[config.mk]
export PLATFORM = sky130hd
export DESIGN_NAME = wrc_cell
export DESIGN_NICKNAME = d
export VERILOG_FILES = /design/src/rtl/wrc_pkg.sv /design/src/rtl/wrc_cell.sv
export SDC_FILE = /design/constraint.sdc
export NUM_CORES = 1
export LEC_CHECK = 0
export BUFFER_PORTS_ARGS = -buffer_cell sky130_fd_sc_hd__buf_2
export CORE_AREA = 8 8 177 179
export CTS_CLUSTER_SIZE = 10
export DETAILED_ROUTE_END_ITERATION = 10
export DIE_AREA = 0 0 185 187
export GPL_ROUTABILITY_DRIVEN = 0
export PLACE_DENSITY = 0.51
export SLEW_MARGIN = 20
export SYNTH_ARGS = -nofsm -noshare
export SYNTH_HDL_FRONTEND = slang
export SYNTH_SLANG_ARGS = --single-unit
[constraint.sdc]
create_clock -name clk -period 6.5 [get_ports clk]
set_clock_uncertainty 0.15 [all_clocks]
set_input_delay 1.3 -clock clk [delete_from_list [all_inputs] [get_ports clk]]
set_output_delay 1.3 -clock clk [all_outputs]
set_load 0.1 [all_outputs]
[src/rtl/wrc_pkg.sv]
package wrc_pkg;

	typedef enum logic [1:0] {
		ACT_ADD    = 2'd0,
		ACT_MODIFY = 2'd1,
		ACT_DELETE = 2'd2,
		ACT_LOOKUP = 2'd3
	} action_t;

	localparam logic [1:0] ST_OK    = 2'd0;
	localparam logic [1:0] ST_FULL  = 2'd1;
	localparam logic [1:0] ST_RANGE = 2'd2;

	localparam logic [7:0] PROTO_TCP = 8'd6;
	localparam logic [7:0] PROTO_UDP = 8'd17;

	// one filter rule, also used as the lookup key (allow unused there)
	typedef struct packed {
		logic [7:0]  proto;
		logic [31:0] src_ip;
		logic [31:0] dst_ip;
		logic [15:0] sport;
		logic [15:0] dport;
		logic        allow;
	} rule_t;

	// first-match result travelling down the row of cells
	typedef struct packed {
		logic       tok;
		logic       found;
		logic       allow;
		logic [6:0] slot;
	} chain_t;

	// table update broadcast to every cell
	typedef struct packed {
		logic wr;
		logic shift;
	} cell_cmd_t;

	typedef struct packed {
		logic       hit;
		logic       verdict;
		logic [6:0] matched_slot;
		logic [1:0] status;
		logic [6:0] count_now;
	} result_t;

endpackage

[src/rtl/wrc_cell.sv]
module wrc_cell #(
	parameter int IDX = 0,
	parameter int CW  = 7
) (
	input  logic              clk,
	input  logic              arst_n,
	input  wrc_pkg::cell_cmd_t cmd,
	input  logic [CW-1:0]     wr_idx,
	input  logic [CW-1:0]     shift_from,
	input  logic [CW-1:0]     count,
	input  wrc_pkg::rule_t    wr_rule,
	input  wrc_pkg::rule_t    nb_rule,
	input  wrc_pkg::rule_t    key,
	input  logic              port_check,
	input  wrc_pkg::chain_t   chain_in,
	output wrc_pkg::chain_t   chain_out,
	output wrc_pkg::rule_t    rule_out
);
	import wrc_pkg::*;

	localparam logic [CW-1:0] MY_IDX = CW'(IDX);
	localparam logic [6:0] MY_SLOT = 7'(IDX + 1);

	rule_t  rule_q;
	chain_t chain_q;
	logic   active;
	logic   addr_ok;
	logic   port_ok;
	logic   match;

	always_ff @(posedge clk) begin
		if (cmd.wr && wr_idx == MY_IDX) begin
			rule_q <= wr_rule;
		end else if (cmd.shift && shift_from <= MY_IDX) begin
			rule_q <= nb_rule;
		end
	end

	assign active  = MY_IDX < count;
	assign addr_ok = (rule_q.proto == key.proto || rule_q.proto == '0)
		&& (rule_q.src_ip == key.src_ip || rule_q.src_ip == '0)
		&& (rule_q.dst_ip == key.dst_ip || rule_q.dst_ip == '0);
	assign port_ok = (rule_q.sport == key.sport || rule_q.sport == '0)
		&& (rule_q.dport == key.dport || rule_q.dport == '0);
	assign match   = active && addr_ok && (!port_check || port_ok);

	// an earlier match wins, otherwise a match in this cell claims the request
	always_ff @(posedge clk or negedge arst_n) begin
		if (!arst_n) begin
			chain_q <= '0;
		end else begin
			chain_q.tok <= chain_in.tok;
			if (chain_in.found || !match) begin
				chain_q.found <= chain_in.found;
				chain_q.allow <= chain_in.allow;
				chain_q.slot  <= chain_in.slot;
			end else begin
				chain_q.found <= 1'b1;
				chain_q.allow <= rule_q.allow;
				chain_q.slot  <= MY_SLOT;
			end
		end
	end

	assign chain_out = chain_q;
	assign rule_out  = rule_q;

endmodule

==> metrics.txt <==
status=finished, final reports clean; post-CTS resize count=0; net switching power=476.2 µW; Setup CP Type=input port to flop; Synth Net Count=779; postcts setup bufs=0; routed len/inst=20.43 µm; setup tns final=0 ns; clock network fraction of total power=46.6%; TritonCTS clock tree=built; vias in the first global route=6252; die area=34600 µm²; VDD IR max=0.0001252 V; Max Fclk=277.8 MHz; gr ovfl total=0; Post-synth EDFFs=105; Clock transition at path regs=0.05 ns; CP delay by family, top=simple AND/OR/NAND/NOR gates; final instance area=9559 µm²; CORE AREA=28390 µm²; drt total wl=26670 µm; Worst path max stage delay=0.70 ns; YS warnings=0; post-route ant nets=0; Starting DRT DRC Count=186; CP Data Arrival Time=3.52 ns; cell mode on critical path=nand2_4; Die Ht=187 µm; first-pass GRT wire length=38800 µm; PD cells=212.0 nW/µm²; top cell type's share of synthesized area=51.36%; layout cells sized above 1=66.16%; CP startpoint kind=input port; Hold Fails Final Rpt=0; # rows=62; # port buffers=464; # hold bufs at CTS=0; Synth Cell Area=6140 µm²; cells after synthesis=428; Pre-Repair DR Iteration Count=4; dpl cell area=8951 µm²; Synth Flop Type=edfxtp_1; switching share of total power=23.50%; Synth area leader=edfxtp_1; largest net degree at the start of global routing=54; Cell variety after synth=24; data required time of the worst path=6.42 ns; Final Setup Violations=0; H-tree depth=4; Synth Register Bits=115; Max-cap violations=0; Hold/Removal Path Class=flop to flop; Buf/Inv on CP=2; Vias per Instance=4.248; Seq/Total Area, Yosys=55.43%; # fillers=2963; Commonest cells post-synth=edfxtp_1, mux2_2, xnor2_1; Die W=185 µm; Worst Tran Pin Value=0.7695 ns; Worst Setup End Kind=flop; Period minus WS final=3.600 ns; RSZ-0062 raised after global routing=no; clk sinks=115; critical path peak fanout=53; asr flop ratio synth=8.696%; Worst path slowest cell=nand2_4; Int Pwr=1550 µW; Comb pwr share=12.8%; Initial Util=21.62%; DR DRC count=0; Top Ports=466; synth top area cells=edfxtp_1, mux2_2, xnor2_1; Slew Limit Fails=0; syn_area_per_cell=14.34 µm²; GRT Util Overall=14.88%; Nets=1254; Critical Path, Cell by Cell=buf_2, nor4b_1, nand2_4, nand2_4, buf_12; Relative slew margins=48.70%; TritonCTS buffer count=17; HPWL Detailed=22460 µm; initial antenna violation count=5; clock latency on the worst-skew pair=0.41 ns; Final period util=55.38%; CTS root buffer=clkbuf_16; P_leak=0.004022 µW; via count=5544; Area growth syn-to-layout=55.70%; Clock Path Buffers=2; Flop pwr share=40.6%
## placed cells by master, fill, tap and decap left out, types with 3 or more instances in the layout
| cell type | synthesis | routed |
|---|---|---|
| and2b_1 | 5 | 5 |
| buf_2 | 0 | 464 |
| bufinv_16 | 0 | 3 |
| clkbuf_1 | 4 | 3 |
| clkbuf_16 | 0 | 17 |
| clkinv_4 | 0 | 5 |
| dfrtp_1 | 10 | 10 |
| diode_2 | 0 | 5 |
| edfxtp_1 | 105 | 105 |
| mux2_2 | 105 | 105 |
| nand4_1 | 27 | 27 |
| nor2_1 | 3 | 3 |
| nor4_1 | 40 | 40 |
| xnor2_1 | 80 | 80 |
| xor2_1 | 24 | 24 |
## layer usage
layer,global-route usage (%),wire (µm),vias to the layer above,part of all wire [%]
met3,4.507,2371,29,8.9
met5,0,0,-,0
met4,4.711,527,0,2.0
met2,27.12,13830,284,52
li1,-,-,2619,-
met1,16.09,9935,2612,37
## final cells by class
cell class              instances  area [µm²]  area share [%]
well taps                     384       480.5           5.026
clock buffers                  20       436.7           4.568
inverters                       1       3.754         0.03927
repair buffers                467        2357           24.66
clock inverters                12       158.9           1.662
flip-flops and latches        115        3403           35.60
diodes                          5       12.51          0.1309
multi-input cells             301        2706           28.31
## power by group through the flow
stage               clock (µW)  sequential (µW)  combinational, µW
floorplan                    0              894               68.3
global placement             0              838                258
detailed placement           0              839                260
CTS                        979              823                262
global route              1010              824                280
finish                     944              823                259
## state kept, by name (all words and copies together), names as in the netlist
name	count
chain_out	10
rule_out	105
## worst paths after layout
path	cells past startpoint	startpoint	slack [ns]	end
max	5	wr_idx[5]	2.90	rule_out[50]
min	1	rule_out[0]	0.44	chain_out[7]
max reg2reg	6	rule_out[87]	3.67	chain_out[7]
min reg2reg	1	rule_out[0]	0.44	chain_out[7]
max in group asynchronous	1	arst_n	5.36	chain_out[2]
min in group asynchronous	1	arst_n	0.62	chain_out[6]
## cell families (layout without fill, tap and decap cells)
kind of cell	Yosys count	in the layout	synth area share [%]
flip-flops	115	115	55.43
XOR/XNOR	104	104	14.84
buffers and inverters	12	500	0.7336
multiplexers	106	106	19.50
AO/OA/AOI/OAI	6	6	0.6725
other	0	5	0
AND/OR/NAND/NOR	85	85	8.824
## stage by stage
| step | util [%] | setup WS (ns) | hold WS (ns) | instances | power [µW] |
|---|---|---|---|---|---|
| 6_report | 33.67 | 2.900 | 0.4367 | 1305 | 2026 |
| 5_1_grt | 33.67 | 2.682 | 0.4689 | 1305 | 2115 |
| 4_1_cts | 33.62 | 2.922 | 0.4439 | 1300 | 2064 |
| 3_5_place_dp | 31.53 | 2.482 | 0.4299 | 1268 | 1099 |
| 3_3_place_gp | 31.53 | 2.483 | 0.4276 | 1268 | 1096 |
| 2_1_floorplan | - | 1.340 | 0.8544 | 428 | 962.1 |
Power figures use the tool's default switching activity.
